$ cat src/sv/chtu_pkg.sv
// package for the correction history table unit
// sizes, codes and the queue entry type shared by all other files but chtu_ram
// depends on nothing
`default_nettype none

package chtu_pkg;

  localparam int TABLE_COUNT  = 5;
  localparam int TABLE_PAWN   = 0;
  localparam int TABLE_WHITE  = 1;
  localparam int TABLE_BLACK  = 2;
  localparam int TABLE_MAJOR  = 3;
  localparam int TABLE_MINOR  = 4;

  // entries per row, a power of two so a key reduces by a mask
  localparam int IDX_W        = 14;
  localparam int ENTRY_COUNT  = 1 << IDX_W;
  localparam int ADDR_W       = IDX_W + 1;

  localparam int GRAIN_SHIFT  = 8;
  localparam int GRAIN        = 1 << GRAIN_SHIFT;
  localparam int WS_SHIFT     = 8;
  localparam int WEIGHT_SCALE = 1 << WS_SHIFT;
  localparam int ENTRY_LIMIT  = 8192;
  localparam int MAX_WEIGHT   = 16;

  localparam int KEY_W        = 64;
  localparam int DEPTH_W      = 8;
  localparam int DIFF_W       = 16;
  localparam int CORR_W       = 9;
  localparam int ENTRY_W      = $clog2(ENTRY_LIMIT + 1) + 1;
  localparam int WEIGHT_W     = $clog2(MAX_WEIGHT + 1);
  localparam int PROD_W       = ENTRY_W + WS_SHIFT + 1;
  localparam int TGT_W        = DIFF_W + WEIGHT_W + 1;
  localparam int MIX_W        = ((PROD_W > TGT_W + GRAIN_SHIFT) ? PROD_W
                                 : TGT_W + GRAIN_SHIFT) + 1;
  localparam int SUM_W        = ENTRY_W + $clog2(TABLE_COUNT);
  localparam int CORR_MAX     = (1 << (CORR_W - 1)) - 1;
  localparam int CORR_MIN     = -(1 << (CORR_W - 1));

  localparam int QDEPTH       = 2;
  localparam int QPTR_W       = $clog2(QDEPTH);

  localparam logic KIND_UPDATE = 1'b0;
  localparam logic KIND_QUERY  = 1'b1;

  typedef struct packed {
    logic                                kind;
    logic [TABLE_COUNT-1:0][ADDR_W-1:0]  addr;
    logic [WEIGHT_W-1:0]                 weight;
    logic signed [DIFF_W-1:0]            diff;
  } op_t;

endpackage

`default_nettype wire

$ cat src/sv/chtu_queue.sv
// short queue between front and back end
// depends on chtu_pkg
`default_nettype none

module chtu_queue (
  input  wire logic           clk,
  input  wire logic           rst,
  input  wire logic           push,
  input  wire chtu_pkg::op_t  push_data,
  output logic                full,
  input  wire logic           pop,
  output chtu_pkg::op_t       pop_data,
  output logic                pop_valid
);

  chtu_pkg::op_t                  slots [chtu_pkg::QDEPTH];
  logic [chtu_pkg::QPTR_W-1:0]    wr_ptr;
  logic [chtu_pkg::QPTR_W-1:0]    rd_ptr;
  logic [chtu_pkg::QPTR_W:0]      count;

  assign full      = count == (chtu_pkg::QPTR_W + 1)'(chtu_pkg::QDEPTH);
  assign pop_valid = count != '0;
  assign pop_data  = slots[rd_ptr];

  always_ff @(posedge clk) begin
    if (rst) begin
      wr_ptr <= '0;
      rd_ptr <= '0;
      count  <= '0;
    end else begin
      if (push) begin
        wr_ptr <= (wr_ptr == chtu_pkg::QPTR_W'(chtu_pkg::QDEPTH - 1)) ? '0
                  : wr_ptr + chtu_pkg::QPTR_W'(1);
      end
      if (pop) begin
        rd_ptr <= (rd_ptr == chtu_pkg::QPTR_W'(chtu_pkg::QDEPTH - 1)) ? '0
                  : rd_ptr + chtu_pkg::QPTR_W'(1);
      end
      if (push && !pop) begin
        count <= count + (chtu_pkg::QPTR_W + 1)'(1);
      end else if (pop && !push) begin
        count <= count - (chtu_pkg::QPTR_W + 1)'(1);
      end
    end
  end

  always_ff @(posedge clk) begin
    if (push) begin
      slots[wr_ptr] <= push_data;
    end
  end

endmodule

`default_nettype wire

$ cat config.mk
export PLATFORM = sky130hd
export DESIGN_NAME = chtu_queue
export DESIGN_NICKNAME = d
export VERILOG_FILES = /design/src/sv/chtu_pkg.sv /design/src/sv/chtu_queue.sv
export SDC_FILE = /design/constraint.sdc
export NUM_CORES = 1
export LEC_CHECK = 0
export BUFFER_PORTS_ARGS = -buffer_cell sky130_fd_sc_hd__buf_2
export CORE_ASPECT_RATIO = 1.25
export CORE_UTILIZATION = 56
export CTS_CLUSTER_DIAMETER = 60
export DETAILED_ROUTE_END_ITERATION = 6
export PLACE_DENSITY = 0.93
export REMOVE_ABC_BUFFERS = 1
export SLEW_MARGIN = 5
export SYNTH_ARGS = -nofsm -noshare
export SYNTH_HDL_FRONTEND = slang
export SYNTH_SLANG_ARGS = --single-unit
$ cat constraint.sdc
create_clock -name clk -period 9 [get_ports clk]
set_input_delay 1.8 -clock clk [delete_from_list [all_inputs] [get_ports clk]]
set_output_delay 1.8 -clock clk [all_outputs]
set_load 0.02 [all_outputs]
# Word level (Yosys, flattened, before mapping)
# Memory sizes are Yosys's and may differ from the RTL's. A register that Yosys moved wholly into a read port is not among the register bits.
# Index checks and enable logic that the tools add are counted.
# totals
ram_bits	194
n_memories	1
inputBits	101
ff_bits	4
# op_classes
n_reduce_logical	6
add_sub_neg	4
mux	8
n_eq_ne	1
# mem_list
memory	depth	width	read_ports	rd_clocked_by_memory_dff	wr	line	rtl
slots	2	97	1	1	1	chtu_queue.sv:16	chtu_pkg::op_t slots [chtu_pkg::QDEPTH];
# ops
operator	count
1-bit two-way mux	6
2-bit two-way mux	2
2-bit nonzero test	2
1-bit adder (second input constant)	2
2-bit by 1-bit adder with 2-bit output (second input constant)	1
2-bit == test (second input constant)	1
1-bit logical AND	2
1-bit logical NOT	2
2-bit by 1-bit subtractor with 2-bit output (second input constant)	1

# Depth between registers and ports, before layout
# logic_depth
depth_word	4
mapped_depth	5
ltp_nobuf	5

# Worst setup path after synthesis
# No wires, ideal clock.
# synth_timing
kind	input to register
start	input port push
end	memory slots[0][0] in the netlist's numbering (enable)
path_stages	1
setup_time_ps	565
required_time_ps	8435
setup_slack_ps	2411
arrival_ps	6024
cell_sequence	nor2b_1
# synth_between
elab_chain_cells	2
# synth_rtl
element	line	rtl
from (decl)	chtu_queue.sv:8	input wire logic push,
1-bit two-way mux	chtu_queue.sv:48	if (push) begin
1-bit two-way mux (implied by the code)	chtu_queue.sv:49	slots[wr_ptr] <= push_data;
to (decl)	chtu_queue.sv:16	
# No other way between the ends.

==> reports/metrics.cfg <==
[clock_network]
cts_tree=done
cts_buffer_depth=2
cts_buffers=17
cts_resized=0
clk_pin_slew_ns=0.06
hold_buffers=0
clk-insertion-delay-late_ns=0.42
post_cts_buffers=0
clock-root-buffer=clkbuf_16
htreeDepth=4
clock-sinks=199

[global_routing]
grt_max_degree=54
track_usage=0.191
grt_first_pass_wirelength_um=19100
grt_overflow=0
grt_pass1_vias=3885
grt_antenna_before_repair=2

[sta]
fin_ws_ns=4.65
rsz0062_at_grt=no
post-route-period-util=0.483
setup_viol=0
finClkSkew_ns=0.00891
period_needed_ns=4.35
setup_tns_ns=0
max_slew_margin=0.458
hold_viol_final=0
slew_violations=0
max_clock_freq_mhz=230
tightest_slew_ns=0.813

[status]
status=completed

[min_path]
hold_path_class=flip-flop to flip-flop
holdPathStages=2

[die]
fp.coreArea_mm2=0.0127
die-area_mm2=0.0135
dieWidth_um=104
pin_count=200
initial_core_util=0.576
std_cell_rows=46
die_h_um=130

[finish]
finalNetCount=637
final_layout_size_suffix_gt1_frac=0.609
layout.cells.non_filler=717
syn_to_final_growth_pct=23.3

[synth]
synth_top_family_by_area=multiplexers
synth-edff-count=194
ys_seq_area_frac=0.809
synth_seq_cells=199
synth_top_cell_area_share=0.795
ys_types=17
netlist.top_cell.by_area=edfxtp_1
synth_compound_area_frac=0.00137
synth-simple-area-share=0.00632
ys_warn_count=0
yosysMostFrequentCell=edfxtp_1
yosys-top-cells-area=edfxtp_1 (80%), mux2_2 (10%), mux2_4 (6.1%)
synth_cells=324
synth_area_mm2=0.00732
ys.flop_type=edfxtp_1
synthMuxAreaShare=0.165
ys_top_cells_by_count=edfxtp_1 (194), mux2_2 (67), mux2_4 (30)
synthAdderAreaFrac=0.00171
synth_xor_area_frac=0.00478
avgSynthCellArea_um2=22.6
async_flop_share=0

[route]
initialDrtViolationCount=143
drtAntennaViolNets=0
vias=3699
drt-total-wl_um=13000
via_per_inst=5.16
dr.pass1.iters=4
drt-wirelength-per-cell_um=18.1
drc=0

[critical_path]
cp.depth=3
cp_cell_sequence=buf_4, mux2_2, buf_2
startpoint_type=flip-flop
max_stage_delay_ns=0.74
crit_family=buffers and inverters
critPathKind=flip-flop to primary output
crit_arrival_ns=2.55
critPathCaptureType=primary output
critPathMaxFanout=53
required_ns=7.20
critical_path_buf_inv_count=2
cp_slowest_cell=dfxtp_4
rr_worst_depth=2

[placed_design]
dp.cells=684
gp_congestion=0.708
pre_cts_ws_ns=5.07
portBuffers=199
hpwl_um=8760

[power]
ir_worst_vdd_uv=172
power.leakage_nw=3.46
power.density_mw_per_mm2=227

[run]
drv_cap=0

==> layer usage <==
metal	vias up	share of wire	global-route usage
met5	-	0.0010	0
met4	2	0.023	0.0866
met3	27	0.060	0.0629
met2	154	0.55	0.351
met1	1808	0.36	0.198
li1	1708	-	-
==> power by group <==
group / internal, mW / total (mW) / switching, mW
clock: 0.367 / 0.690 / 0.323
sequential: 1.08 / 1.10 / 0.0233
combinational: 0.111 / 0.258 / 0.147
==> worst paths after layout <==
kind                                start           end  slack [ns]
worst min register to register   count[1]      count[1]        0.53
worst min-delay path             count[1]      count[1]        0.53
worst max-delay path            flip-flop  pop_data[45]        4.65
worst max register to register     wr_ptr   slots[1][6]        6.89
==> layout by cell type (no fill, tap or decap), drive strengths merged <==
master and instances:
buf 203, edfxtp 194, mux2 97, clkbuf 20, inv 6, dfxtp 5
nor2 4, clkinv 4, clkinvlp 3, xor2 2, xnor2 2, nor2b 2
diode 1, or2 1, and2 1, o21ai 1, or3 1, a21oi 1
ha 1
==> area by class of cell <==
type	instances	area [µm²]
Sequential cell	199	5930
Inverter	1	3.75
Clock inverter	12	95.1
Fill cell	819	3690
Timing Repair Buffer	203	1030
Antenna cell	1	2.50
Multi-Input combinational cell	113	1320
Tap cell	168	210
Clock buffer	20	447
==> flip-flops by register name (all words and copies together), names as in the netlist, named ones only <==
name,cells
rd_ptr,1
wr_ptr,1
slots,194
count,2
==> per-stage QoR <==
step	utilization	hold WS, ns	cell area (µm²)	power [mW]
floorplan	-	0.456	7240	1.30
global placement	0.667	0.474	8490	1.37
detailed placement	0.667	0.509	8490	1.38
CTS	0.710	0.529	9030	2.07
global route	0.710	0.575	9030	2.12
finish	0.710	0.528	9030	2.05
==> kinds of logic (layout without fill, tap and decap cells) <==
family / count (synthesis) / after routing
AOI/OAI and AO/OA: 2 / 2
other: 0 / 1
buffers and inverters: 12 / 236
DFF: 199 / 199
adders and majority gates: 1 / 1
and+or+nand+nor: 9 / 9
xor gates and xnor gates: 4 / 4
muxes: 97 / 97
==> tightest hold or removal path, stage by stage, from the launching register on <==
cell     delay [ns]
dfxtp_1        0.33
o21ai_0        0.09
a21oi_1        0.07
Power figures use the tool's default switching activity.
