===== src/sv/chtu_pkg.sv =====
// package for the correction history table unit
// sizes, codes and the queue entry type shared by all other files but chtu_ram
// depends on nothing
`default_nettype none

package chtu_pkg;

  localparam int TABLE_COUNT  = 5;
  localparam int TABLE_PAWN   = 0;
  localparam int TABLE_WHITE  = 1;
  localparam int TABLE_BLACK  = 2;
  localparam int TABLE_MAJOR  = 3;
  localparam int TABLE_MINOR  = 4;

  // entries per row, a power of two so a key reduces by a mask
  localparam int IDX_W        = 14;
  localparam int ENTRY_COUNT  = 1 << IDX_W;
  localparam int ADDR_W       = IDX_W + 1;

  localparam int GRAIN_SHIFT  = 8;
  localparam int GRAIN        = 1 << GRAIN_SHIFT;
  localparam int WS_SHIFT     = 8;
  localparam int WEIGHT_SCALE = 1 << WS_SHIFT;
  localparam int ENTRY_LIMIT  = 8192;
  localparam int MAX_WEIGHT   = 16;

  localparam int KEY_W        = 64;
  localparam int DEPTH_W      = 8;
  localparam int DIFF_W       = 16;
  localparam int CORR_W       = 9;
  localparam int ENTRY_W      = $clog2(ENTRY_LIMIT + 1) + 1;
  localparam int WEIGHT_W     = $clog2(MAX_WEIGHT + 1);
  localparam int PROD_W       = ENTRY_W + WS_SHIFT + 1;
  localparam int TGT_W        = DIFF_W + WEIGHT_W + 1;
  localparam int MIX_W        = ((PROD_W > TGT_W + GRAIN_SHIFT) ? PROD_W
                                 : TGT_W + GRAIN_SHIFT) + 1;
  localparam int SUM_W        = ENTRY_W + $clog2(TABLE_COUNT);
  localparam int CORR_MAX     = (1 << (CORR_W - 1)) - 1;
  localparam int CORR_MIN     = -(1 << (CORR_W - 1));

  localparam int QDEPTH       = 2;
  localparam int QPTR_W       = $clog2(QDEPTH);

  localparam logic KIND_UPDATE = 1'b0;
  localparam logic KIND_QUERY  = 1'b1;

  typedef struct packed {
    logic                                kind;
    logic [TABLE_COUNT-1:0][ADDR_W-1:0]  addr;
    logic [WEIGHT_W-1:0]                 weight;
    logic signed [DIFF_W-1:0]            diff;
  } op_t;

endpackage

`default_nettype wire


===== src/sv/chtu_if.sv =====
// valid/ready channel interfaces for items and results
// depends on chtu_pkg
`default_nettype none

interface chtu_in_if;
  logic                                 valid;
  logic                                 ready;
  logic                                 kind;
  logic                                 side;
  logic [chtu_pkg::KEY_W-1:0]           pawn_key;
  logic [chtu_pkg::KEY_W-1:0]           white_nonpawn_key;
  logic [chtu_pkg::KEY_W-1:0]           black_nonpawn_key;
  logic [chtu_pkg::KEY_W-1:0]           major_key;
  logic [chtu_pkg::KEY_W-1:0]           minor_key;
  logic [chtu_pkg::DEPTH_W-1:0]         search_depth;
  logic signed [chtu_pkg::DIFF_W-1:0]   eval_diff;

  modport source (output valid, kind, side, pawn_key, white_nonpawn_key, black_nonpawn_key,
                  major_key, minor_key, search_depth, eval_diff, input ready);
  modport sink (input valid, kind, side, pawn_key, white_nonpawn_key, black_nonpawn_key,
                major_key, minor_key, search_depth, eval_diff, output ready);
endinterface


`default_nettype wire


===== src/sv/chtu_front.sv =====
// front end: accepts items, derives table addresses and blend weight
// depends on chtu_pkg and chtu_if
`default_nettype none

module chtu_front (
  chtu_in_if.sink          item,
  input  wire logic        q_full,
  input  wire logic        clearing,
  output logic             push,
  output chtu_pkg::op_t    push_data
);

  logic [chtu_pkg::KEY_W-1:0] keys [chtu_pkg::TABLE_COUNT];

  assign keys[chtu_pkg::TABLE_PAWN]  = item.pawn_key;
  assign keys[chtu_pkg::TABLE_WHITE] = item.white_nonpawn_key;
  assign keys[chtu_pkg::TABLE_BLACK] = item.black_nonpawn_key;
  assign keys[chtu_pkg::TABLE_MAJOR] = item.major_key;
  assign keys[chtu_pkg::TABLE_MINOR] = item.minor_key;

  assign item.ready = !q_full && !clearing;
  assign push       = item.valid && item.ready;

  always_comb begin
    push_data.kind = item.kind;
    // row of the side sits on top, key modulo the row size below
    for (int i = 0; i < chtu_pkg::TABLE_COUNT; i++) begin
      push_data.addr[i] = {item.side, keys[i][chtu_pkg::IDX_W-1:0]};
    end
    if (item.search_depth >= chtu_pkg::DEPTH_W'(chtu_pkg::MAX_WEIGHT - 1)) begin
      push_data.weight = chtu_pkg::WEIGHT_W'(chtu_pkg::MAX_WEIGHT);
    end else begin
      push_data.weight = chtu_pkg::WEIGHT_W'(item.search_depth) + chtu_pkg::WEIGHT_W'(1);
    end
    push_data.diff = item.eval_diff;
  end

endmodule

`default_nettype wire


===== src/flat_wrapper.sv =====
// flat-port wrapper written by rule: the top's interface ports become plain ports
module chtu_front_flat 
  (q_full, clearing, push, push_data, item_valid, item_kind, item_side, item_pawn_key, item_white_nonpawn_key, item_black_nonpawn_key, item_major_key, item_minor_key, item_search_depth, item_eval_diff, item_ready);
  chtu_in_if item_i ();
  input  wire logic q_full;
  input  wire logic clearing;
  output logic push;
  output chtu_pkg::op_t push_data;
  input wire logic [$bits(item_i.valid)-1:0] item_valid;
  input wire logic [$bits(item_i.kind)-1:0] item_kind;
  input wire logic [$bits(item_i.side)-1:0] item_side;
  input wire logic [$bits(item_i.pawn_key)-1:0] item_pawn_key;
  input wire logic [$bits(item_i.white_nonpawn_key)-1:0] item_white_nonpawn_key;
  input wire logic [$bits(item_i.black_nonpawn_key)-1:0] item_black_nonpawn_key;
  input wire logic [$bits(item_i.major_key)-1:0] item_major_key;
  input wire logic [$bits(item_i.minor_key)-1:0] item_minor_key;
  input wire logic [$bits(item_i.search_depth)-1:0] item_search_depth;
  input wire logic [$bits(item_i.eval_diff)-1:0] item_eval_diff;
  output wire logic [$bits(item_i.ready)-1:0] item_ready;
  assign item_i.valid = item_valid;
  assign item_i.kind = item_kind;
  assign item_i.side = item_side;
  assign item_i.pawn_key = item_pawn_key;
  assign item_i.white_nonpawn_key = item_white_nonpawn_key;
  assign item_i.black_nonpawn_key = item_black_nonpawn_key;
  assign item_i.major_key = item_major_key;
  assign item_i.minor_key = item_minor_key;
  assign item_i.search_depth = item_search_depth;
  assign item_i.eval_diff = item_eval_diff;
  assign item_ready = item_i.ready;
  chtu_front u_core (.item(item_i), .q_full(q_full), .clearing(clearing), .push(push), .push_data(push_data));
endmodule

===== config.mk =====
export PLATFORM = sky130hd
export DESIGN_NAME = chtu_front_flat
export DESIGN_NICKNAME = d
export VERILOG_FILES = /design/src/sv/chtu_pkg.sv /design/src/sv/chtu_if.sv /design/src/sv/chtu_front.sv /design/src/flat_wrapper.sv
export SDC_FILE = /design/constraint.sdc
export NUM_CORES = 1
export LEC_CHECK = 0
export ABC_CLOCK_PERIOD_IN_PS = 1200
export BUFFER_PORTS_ARGS = -buffer_cell sky130_fd_sc_hd__buf_4
export CAP_MARGIN = 20
export CORE_AREA = 5 5 172 174
export DETAILED_ROUTE_END_ITERATION = 16
export DIE_AREA = 0 0 177 179
export SLEW_MARGIN = 15
export SYNTH_ARGS = -nofsm -noshare
export SYNTH_HDL_FRONTEND = slang
export SYNTH_SLANG_ARGS = --single-unit

===== constraint.sdc =====
create_clock -name vclk -period 1.2
set_input_delay 0.06 -clock vclk [all_inputs]
set_output_delay 0.06 -clock vclk [all_outputs]
set_load 0.02 [all_outputs]

# Word level (Yosys, flattened, before mapping)
# Index checks and enable logic that the tools add are counted.
dict set report word_totals {
  register_bits 0
  input_bits 349
  out_inout_bits 99
  word_cells 7
}
dict set report op_classes {
  add_sub_neg 1
  n_lt_le_gt_ge 1
  mux 1
  n_reduce_logical 4
}
# cell count
set op_table {}
lappend op_table {{$ge A8 B4 Y1 const B} 1}
lappend op_table {{$add A5 B1 Y5 const B} 1}
lappend op_table {{$mux W5} 1}
lappend op_table {{$logic_and A1 B1 Y1} 2}
lappend op_table {{$logic_not A1 Y1} 2}

# Logic depth before layout (Yosys ltp)
# Gate-level depths: netlist (run 1).
dict set report logic_depth {
  depth_word 3
  depth_mapped 3
  mapped_depth_nobuf 3
}

# Worst setup path after synthesis (run 1)
# OpenSTA, ideal clock, no wires.
dict set report synth_path {
  kind {input to output}
  startpoint {input port item_search_depth[7]}
  endpoint {output port push_data[17] in the netlist's numbering}
  arrival_ns 1.153
  path_slack_ns -0.013
  stages 2
  path_buffers 0
  cell_sequence {or4_4 -> nor3b_1}
}
# element line_no
set synth_lines {}
lappend synth_lines {{start, declared} flat_wrapper.sv:17} ;# input wire logic [$bits(item_i.search_depth)-1:0] item_search_depth;
lappend synth_lines {{end, declared} flat_wrapper.sv:8} ;# output chtu_pkg::op_t push_data;

==> reports/metrics.yaml, run 1 <==
run_status:
  status: "finished clean"
place:
  post-dp-hpwl_mm: 6.03
  port_buffers: 18
  gp_congestion: 0.502
  place_area_um2: 713
timing:
  tightestPinTransition_ps: 201
  tns_ps: 0
  finalHoldViolCount: 0
  min_period_ps: 1180
  fmax_ghz: 0.848
  finalCritPeriodShare_pct: 98.3
  relSlewSlack_pct: 86.6
  drv_slew: 0
  finalSetupViolCount: 0
  grt_setup_unrepaired: "false"
  holdWs_ps: 120
worst_setup_path:
  start_kind: "primary input"
  crit_type: "in2out"
  critPathMaxFanout: 5
  crit_family: "simple AND/OR/NAND/NOR gates"
  worstPathArrival_ps: 1120
  endpoint_kind: "output pin"
  cp_slowest_cell: "or4_4"
  cp.buffers_inverters: 2
  crit_chain: "buf_4 -> or4_4 -> or2_1 -> buf_6"
  worstPathRequired_ps: 1140
  max_stage_delay_ps: 550
job:
  cap_violations: 0
synth:
  synth_area_leader_cell: "buf_4"
  synth-simple-area-share_pct: 6.33
  synth_top_area_share_pct: 87.3
  yosysUniqueCellTypes: 13
  synth-compound-area-share_pct: 3.64
  synth_nets: 455
  muxShareOfSynthArea_pct: 0
  syn_avg_cell_area_um2: 7.53
  netlist_top_cells_area: "buf_4 (87%), a311oi_2 (1.9%), ha_1 (1.6%)"
  ys_seq_area_share_pct: 0
  synth_area_um2: 791
  synth_top_family_by_area: "buffers and inverters"
  synthXorXnorAreaFrac_pct: 1.11
  postSynthCellCount: 105
  ys_warn_count: 0
  post_synth_fa_ha_maj_area_fraction_pct: 1.58
drt:
  vias: 290
  drc: 0
  antenna_left: 0
  first_pass_iters: 2
  routedWlPerCell_um: 15.1
  via_per_inst: 0.709
  drt-total-wl_mm: 6.18
  drtIter0Drc: 36
cells_and_area:
  seq_cell_count: 0
  seqCellArea_um2: 0
  nets: 383
  fillers: 3346
  n_antenna_cell: 0
  drive_gt1_share_pct: 67.7
  nClkBuffers: 0
  syn2layout_area_growth_pct: -8.86
  stdcell_area_um2: 721
clocking:
  post_cts_buffers: 0
  cts_hold_buf: 0
global_route:
  grt_max_degree: 6
  grt_first_pass_wirelength_mm: 6.61
  grt_pass1_vias: 305
  antenna_found_initial: 0
  grt_overflow: 0
  grt_use_total_pct: 3.57
power_and_ir_drop:
  leakagePower_nw: 0.131
  peakVddDrop_uv: 25.7
  power.density_nw_per_um2: 103
floorplanning:
  die_h_um: 179
  num_rows: 61
  die_area_um2: 31700
  core_um2: 27600
  start_util_pct: 2.86
  ioPinCount: 448
  die_x_um: 177
hold_path:
  hold_path_class: "in2out"
==> cell families after synthesis <==
| group | Yosys count |
|---|---|
| buf+inv | 92 |
| compound gates | 3 |
| fa+ha+maj | 1 |
| simple gates | 8 |
| xor+xnor | 1 |
==> where the power goes <==
group | internal [mW] | leakage [nW] | switching, mW | total (mW)
logic | 0.0438 | 0.131 | 0.0304 | 0.0742
registers | 0 | 0 | 0 | 0
clock network | 0 | 0 | 0 | 0
total | 0.0438 | 0.131 | 0.0304 | 0.0742
==> what timing repair did <==
| action | 4_1_cts | 5_1_grt |
|---|---|---|
| setup endpoints to repair | 1 | 2 |
| resized for setup | 0 | 2 |
| pin swaps | 2 | 2 |
==> path summary, 6_finish.rpt <==
| kind | startpoint | endpoint | slack, ps | depth (start not counted) |
|---|---|---|---|---|
| worst min-delay path | item_pawn_key[4] | push_data[25] | 120 | 0 |
| worst max-delay path | item_search_depth[6] | push_data[20] | 20 | 4 |
==> per-layer routing <==
layer / wire length, um / GRT usage [%]
met2: 2110 / 4.07
met4: 410 / 2.19
met1: 239 / 0.419
met5: 108 / 2.56
met3: 3310 / 9.15
==> cells in the mapped netlist <==
cell / instances
a31oi_1: 1
a21o_1: 1
nor2_1: 2
a311oi_2: 1
buf_4: 92
nor3_1: 1
or2_1: 1
nor3b_1: 1
xnor2_1: 1
or4_4: 1
and3_1: 1
and2_1: 1
ha_1: 1
==> cell usage in the layout, fill, tap and decap left out, drive strengths merged <==
| master | instances |
|---|---|
| or4 | 1 |
| nor3b | 1 |
| ha | 1 |
| a311oi | 1 |
| and3 | 1 |
| a31oi | 1 |
| buf | 18 |
| nor3 | 1 |
| xnor2 | 1 |
| nor2 | 2 |
| and2 | 1 |
| a21o | 1 |
| or2 | 1 |
==> per-stage QoR <==
stage	power, mW	std cells	utilization [%]	setup slack, ps
after detailed placement	0.0730	409	2.58	-3.57
after global placement	0.0711	409	2.58	7.60
final	0.0742	409	2.61	20.3
after global routing	0.0806	409	2.61	4.80
after floorplan	0.475	105	-	8.91
after CTS	0.0730	409	2.58	13.1
==> layout make-up <==
cell class         instances  area [um^2]  share of cell area, %
multi-input cells         13          105                   14.6
repair buffers            18          143                   19.8
well taps                378          473                   65.6
(Power assumes the default switching activity.)
==> run 2, diff against run 1 <==
--- a/config.mk
+++ b/config.mk
@@ -11,6 +11,8 @@
 export CORE_AREA = 5 5 172 174
 export DETAILED_ROUTE_END_ITERATION = 16
 export DIE_AREA = 0 0 177 179
+export PLACE_DENSITY = 0.3
+export SETUP_SLACK_MARGIN = 0.2
 export SLEW_MARGIN = 15
 export SYNTH_ARGS = -nofsm -noshare
 export SYNTH_HDL_FRONTEND = slang
==> reports/metrics.yaml, run 2 (synthesis results as in run 1) <==
cells_and_area:
  nets: 384  # +0.26%
  layout_commonest_cell: "buf_4"
  n_antenna_cell: 0  # unchanged
  seq_cell_count: 0  # unchanged
  layout_common_cells: "buf_4 (14), buf_6 (5)"
  seqCellArea_um2: 0  # unchanged
  drive_gt1_share_pct: 75.0  # +7.3 points
  syn2layout_area_growth_pct: -3.48
  finalNonFillerCells: 410  # +0.24%
  nClkBuffers: 0  # unchanged
  stdcell_area_um2: 763  # +5.9%
drt:
  drt-total-wl_mm: 6.27  # +1.5%
  drc: 0  # unchanged
  routedWlPerCell_um: 15.3  # +1.2%
  wl_met3_mm: 4.01  # +21%
  wl_met1_um: 172  # -28%
  via_per_inst: 0.673  # -5.1%
  vias: 276  # -4.8%
  top_layer: "met4"
  first_pass_iters: 2  # unchanged
  wl_met2_mm: 1.80  # -15%
  drtIter0Drc: 7  # -81%
  antenna_left: 0  # unchanged
floorplanning:
  die_x_um: 177  # unchanged
  die_area_um2: 31700  # unchanged
  num_rows: 61  # unchanged
  die_h_um: 179  # unchanged
  start_util_pct: 2.86  # unchanged
  ioPinCount: 448  # unchanged
  core_um2: 27600  # unchanged
power_and_ir_drop:
  swShare_pct: 43.9  # +2.9 points
  pwr-share-clk_pct: 0  # unchanged
  p_sw_mw: 0.0373  # +23%
  peakVddDrop_uv: 27.2  # +5.7%
  seqPwrFrac_pct: 0  # unchanged
  power.density_nw_per_um2: 111  # +8.3%
  intPower_mw: 0.0478  # +9.1%
  p_comb_share_pct: 100.0  # about the same
  leakagePower_nw: 0.141  # +7.6%
worst_setup_path:
  start_kind: "primary input"
  endpoint_kind: "output pin"
  worstPathRequired_ps: 1140  # about the same
  max_stage_delay_ps: 580  # +30 ps
  crit_type: "in2out"
  worstPathArrival_ps: 1110  # about the same
  crit_chain: "buf_6 -> or4_4 -> a311oi_4 -> buf_6"
  cp_slowest_cell: "or4_4"
  path_common_cell: "buf_6"
  critPathMaxFanout: 5  # unchanged
timing:
  tns_ps: 0  # unchanged
  tightestPinTransition_ps: 292  # +90.3 ps
  grt_setup_unrepaired: "true"
  finalHoldViolCount: 0  # unchanged
  relSlewSlack_pct: 80.4  # -6.2 points
  min_period_ps: 1170  # -12.1 ps
  finalSetupViolCount: 0  # unchanged
  drv_slew: 0  # unchanged
  fmax_ghz: 0.856  # +1.0%
  finalCritPeriodShare_pct: 97.3  # -1.0 points
place:
  placedCellCount: 409  # unchanged
  post-dp-hpwl_mm: 6.09  # +1.1%
  place_area_um2: 729  # +2.3%
  gp_congestion: 0.552  # +9.9%
  port_buffers: 18  # unchanged
global_route:
  grt_max_degree: 6  # unchanged
  grt_pass1_vias: 285  # -6.6%
  grt_use_total_pct: 3.59  # +0.027 points
  grt_first_pass_wirelength_mm: 6.55  # -0.94%
  antenna_found_initial: 0  # unchanged
  grt_overflow: 0  # unchanged
run_status:
  status: "finished clean"
hold_path:
  hold_path_class: "in2out"
job:
  cap_violations: 0  # unchanged
==> run 2: changes by cell type in the layout (fill, tap and decap cells not counted), sizes merged <==
cell | before | now
buf | 18 | 19
==> run 2: final cells by class <==
type | count | area [um^2]
repair buffers | 19 | 161
well taps | 378 | 473
multi-input cells | 13 | 129
fillers | 3340 | 26900
==> run 2: worst paths after layout <==
kind                  from            end  depth (start not counted)
max   item_search_depth[5]  push_data[19]                          4
min     item_eval_diff[10]  push_data[10]                          0
==> run 2: metrics by stage <==
stage | power [mW] | util (%) | setup slack (ps) | hold slack, ps
after floorplan | 0.478 | - | 159 | 171
after global placement | 0.0770 | 2.64 | -11.4 | 120
after detailed placement | 0.0782 | 2.64 | -16.5 | 120
after CTS | 0.0858 | 2.76 | 30.0 | 120
after global routing | 0.0923 | 2.76 | 15.9 | 120
final | 0.0851 | 2.76 | 32.4 | 120
==> run 2: worst max-delay path, delay by kind of cell <==
| kind | cells | cell delay, ps |
|---|---|---|
| buf+inv | 2 | 240 |
| simple gates | 1 | 580 |
| compound gates | 1 | 230 |
==> run 2: power by group through the flow <==
stage	clock (mW)	combinational, mW	sequential [mW]
2_1_floorplan	0	0.478	0
4_1_cts	0	0.0858	0
6_report	0	0.0851	0
3_5_place_dp	0	0.0782	0
3_3_place_gp	0	0.0770	0
5_1_grt	0	0.0923	0
==> run 2: routing by layer <==
| metal | global-route usage (%) | vias up |
|---|---|---|
| met3 | 10.9 | 32 |
| met2 | 3.64 | 65 |
| met1 | 0.216 | 90 |
| met4 | 1.55 | 0 |
| li1 | - | 89 |
| met5 | 0 | - |
==> run 2: timing repair <==
action,CTS,global route
pin swaps,3,0
setup buffers,1,0
endpoints found under the setup margin,5,5
resized for setup,7,0
hold buffers,0,0
==> run 3, diff against run 2 <==
--- a/config.mk
+++ b/config.mk
@@ -12,7 +12,7 @@
 export DETAILED_ROUTE_END_ITERATION = 16
 export DIE_AREA = 0 0 177 179
 export PLACE_DENSITY = 0.3
-export SETUP_SLACK_MARGIN = 0.2
+export SETUP_SLACK_MARGIN = 0.5
 export SLEW_MARGIN = 15
 export SYNTH_ARGS = -nofsm -noshare
 export SYNTH_HDL_FRONTEND = slang
==> reports/metrics.yaml, run 3 (synthesis results as in run 1) <==
run_status:
  status: "finished clean"
power_and_ir_drop:
  pwr-share-clk_pct: 0  # unchanged
  p_sw_mw: 0.0351  # -5.9%
  seqPwrFrac_pct: 0  # unchanged
  leakagePower_nw: 0.134  # -5.3%
  peakVddDrop_uv: 26.4  # -3.0%
  p_comb_share_pct: 100.0  # about the same
  power.density_nw_per_um2: 109  # -1.8%
  intPower_mw: 0.0463  # -3.2%
  swShare_pct: 43.1  # -0.71 points
floorplanning:
  ioPinCount: 448  # unchanged
  num_rows: 61  # unchanged
  start_util_pct: 2.86  # unchanged
  die_x_um: 177  # unchanged
  core_um2: 27600  # unchanged
  die_area_um2: 31700  # unchanged
  die_h_um: 179  # unchanged
job:
  cap_violations: 0  # unchanged
worst_setup_path:
  crit_type: "in2out"
  startpoint: "item_search_depth[4]"
  start_kind: "primary input"
  critPathMaxFanout: 5  # unchanged
  endpoint_kind: "output pin"
  endpoint: "push_data[19]"
  worstPathArrival_ps: 1110  # about the same
  worstPathRequired_ps: 1140  # about the same
drt:
  vias: 283  # +2.5%
  routedWlPerCell_um: 15.4  # +0.85%
  drc: 0  # unchanged
  via_per_inst: 0.692  # +2.8%
  drt-total-wl_mm: 6.31  # +0.61%
  antenna_left: 0  # unchanged
  first_pass_iters: 2  # unchanged
  drtIter0Drc: 3  # -4
hold_path:
  hold_path_class: "in2out"
timing:
  relSlewSlack_pct: 80.3  # -0.088 points
  drv_slew: 0  # unchanged
  setup_slack_ps: 26.8  # -5.58 ps
  finalHoldViolCount: 0  # unchanged
  tightestPinTransition_ps: 294  # +2.05 ps
  min_period_ps: 1170  # +5.58 ps
  grt_setup_unrepaired: "true"
  finalSetupViolCount: 0  # unchanged
  finalCritPeriodShare_pct: 97.8  # +0.46 points
  fmax_ghz: 0.852  # -0.48%
global_route:
  antenna_found_initial: 0  # unchanged
  grt_overflow: 0  # unchanged
  grt_use_total_pct: 3.60  # +0.0088 points
  grt_pass1_vias: 279  # -2.1%
  grt_max_degree: 6  # unchanged
  grt_first_pass_wirelength_mm: 6.60  # +0.73%
cells_and_area:
  seq_cell_count: 0  # unchanged
  nClkBuffers: 0  # unchanged
  syn2layout_area_growth_pct: -6.01
  n_antenna_cell: 0  # unchanged
  drive_gt1_share_pct: 74.2  # -0.81 points
  finalNonFillerCells: 409  # -0.24%
  nets: 383  # -0.26%
  layout_commonest_cell: "buf_4"
  seqCellArea_um2: 0  # unchanged
  layout_common_cells: "buf_4 (15), buf_6 (3)"
clocking:
  cts_hold_buf: 0  # unchanged
  post_cts_buffers: 0  # -1
place:
  port_buffers: 18  # unchanged
  gp_congestion: 0.546  # -1.0%
  placedCellCount: 409  # unchanged
  dpl_worst_slack_ps: -18.5  # -2.00 ps
  post-dp-hpwl_mm: 6.16  # +1.0%
run 3: cell types whose count changed in the layout (fill, tap and decap cells not counted), sizes merged:
cell,previous run,this run
buf,19,18
run 3: critical path: stages:
cell      delay [ps]
buf_6             90
or4_4            580
a311oi_4         230
buf_6            160
run 3: cell type report:
type	instances	area, um^2
timing repair buffer	18	146
multi-input combinational	13	124
tap	378	473
fill	3338	26900
run 3: what timing repair did:
action,in CTS,in global routing
pin swaps,2,1
endpoints found under the setup margin,5,5
resized for setup,3,0
run 3: worst min-delay path by stage:
| stage | startpoint | to | slack (ps) | cells after the start |
|---|---|---|---|---|
| finish | item_eval_diff[12] | push_data[12] | 120 | 0 |
| global route | item_minor_key[6] | push_data[87] | 120 | 0 |
| CTS | item_eval_diff[0] | push_data[0] | 120 | 0 |
| detailed placement | item_eval_diff[0] | push_data[0] | 120 | 0 |
| global placement | item_eval_diff[0] | push_data[0] | 120 | 0 |
| floorplan | q_full | item_ready | 170 | 1 |
run 3: power groups by stage:
stage | registers (mW) | clock network [mW] | logic [mW]
after floorplan | 0 | 0 | 0.479
after global placement | 0 | 0 | 0.0778
after detailed placement | 0 | 0 | 0.0799
after CTS | 0 | 0 | 0.0832
after global routing | 0 | 0 | 0.0888
final | 0 | 0 | 0.0813
run 3: metal layers:
metal | global-route usage [%] | wire [um] | share of wire, % | up-vias
li1 | - | - | - | 88
met1 | 0.241 | 172 | 2.7 | 94
met2 | 3.62 | 1790 | 28 | 59
met3 | 10.9 | 4010 | 64 | 42
met4 | 1.68 | 336 | 5.3 | 0
met5 | 0 | 0 | 0 | -
run 3: through the flow:
step	hold slack [ps]	setup TNS [ps]	util [%]	power, mW	instance area (um^2)
5_1_grt	120	0	2.69	0.0888	743
3_3_place_gp	120	-18.2	2.65	0.0778	732
6_report	120	0	2.69	0.0813	743
2_1_floorplan	165	0	-	0.479	815
3_5_place_dp	120	-36.5	2.65	0.0799	732
4_1_cts	120	0	2.69	0.0832	743
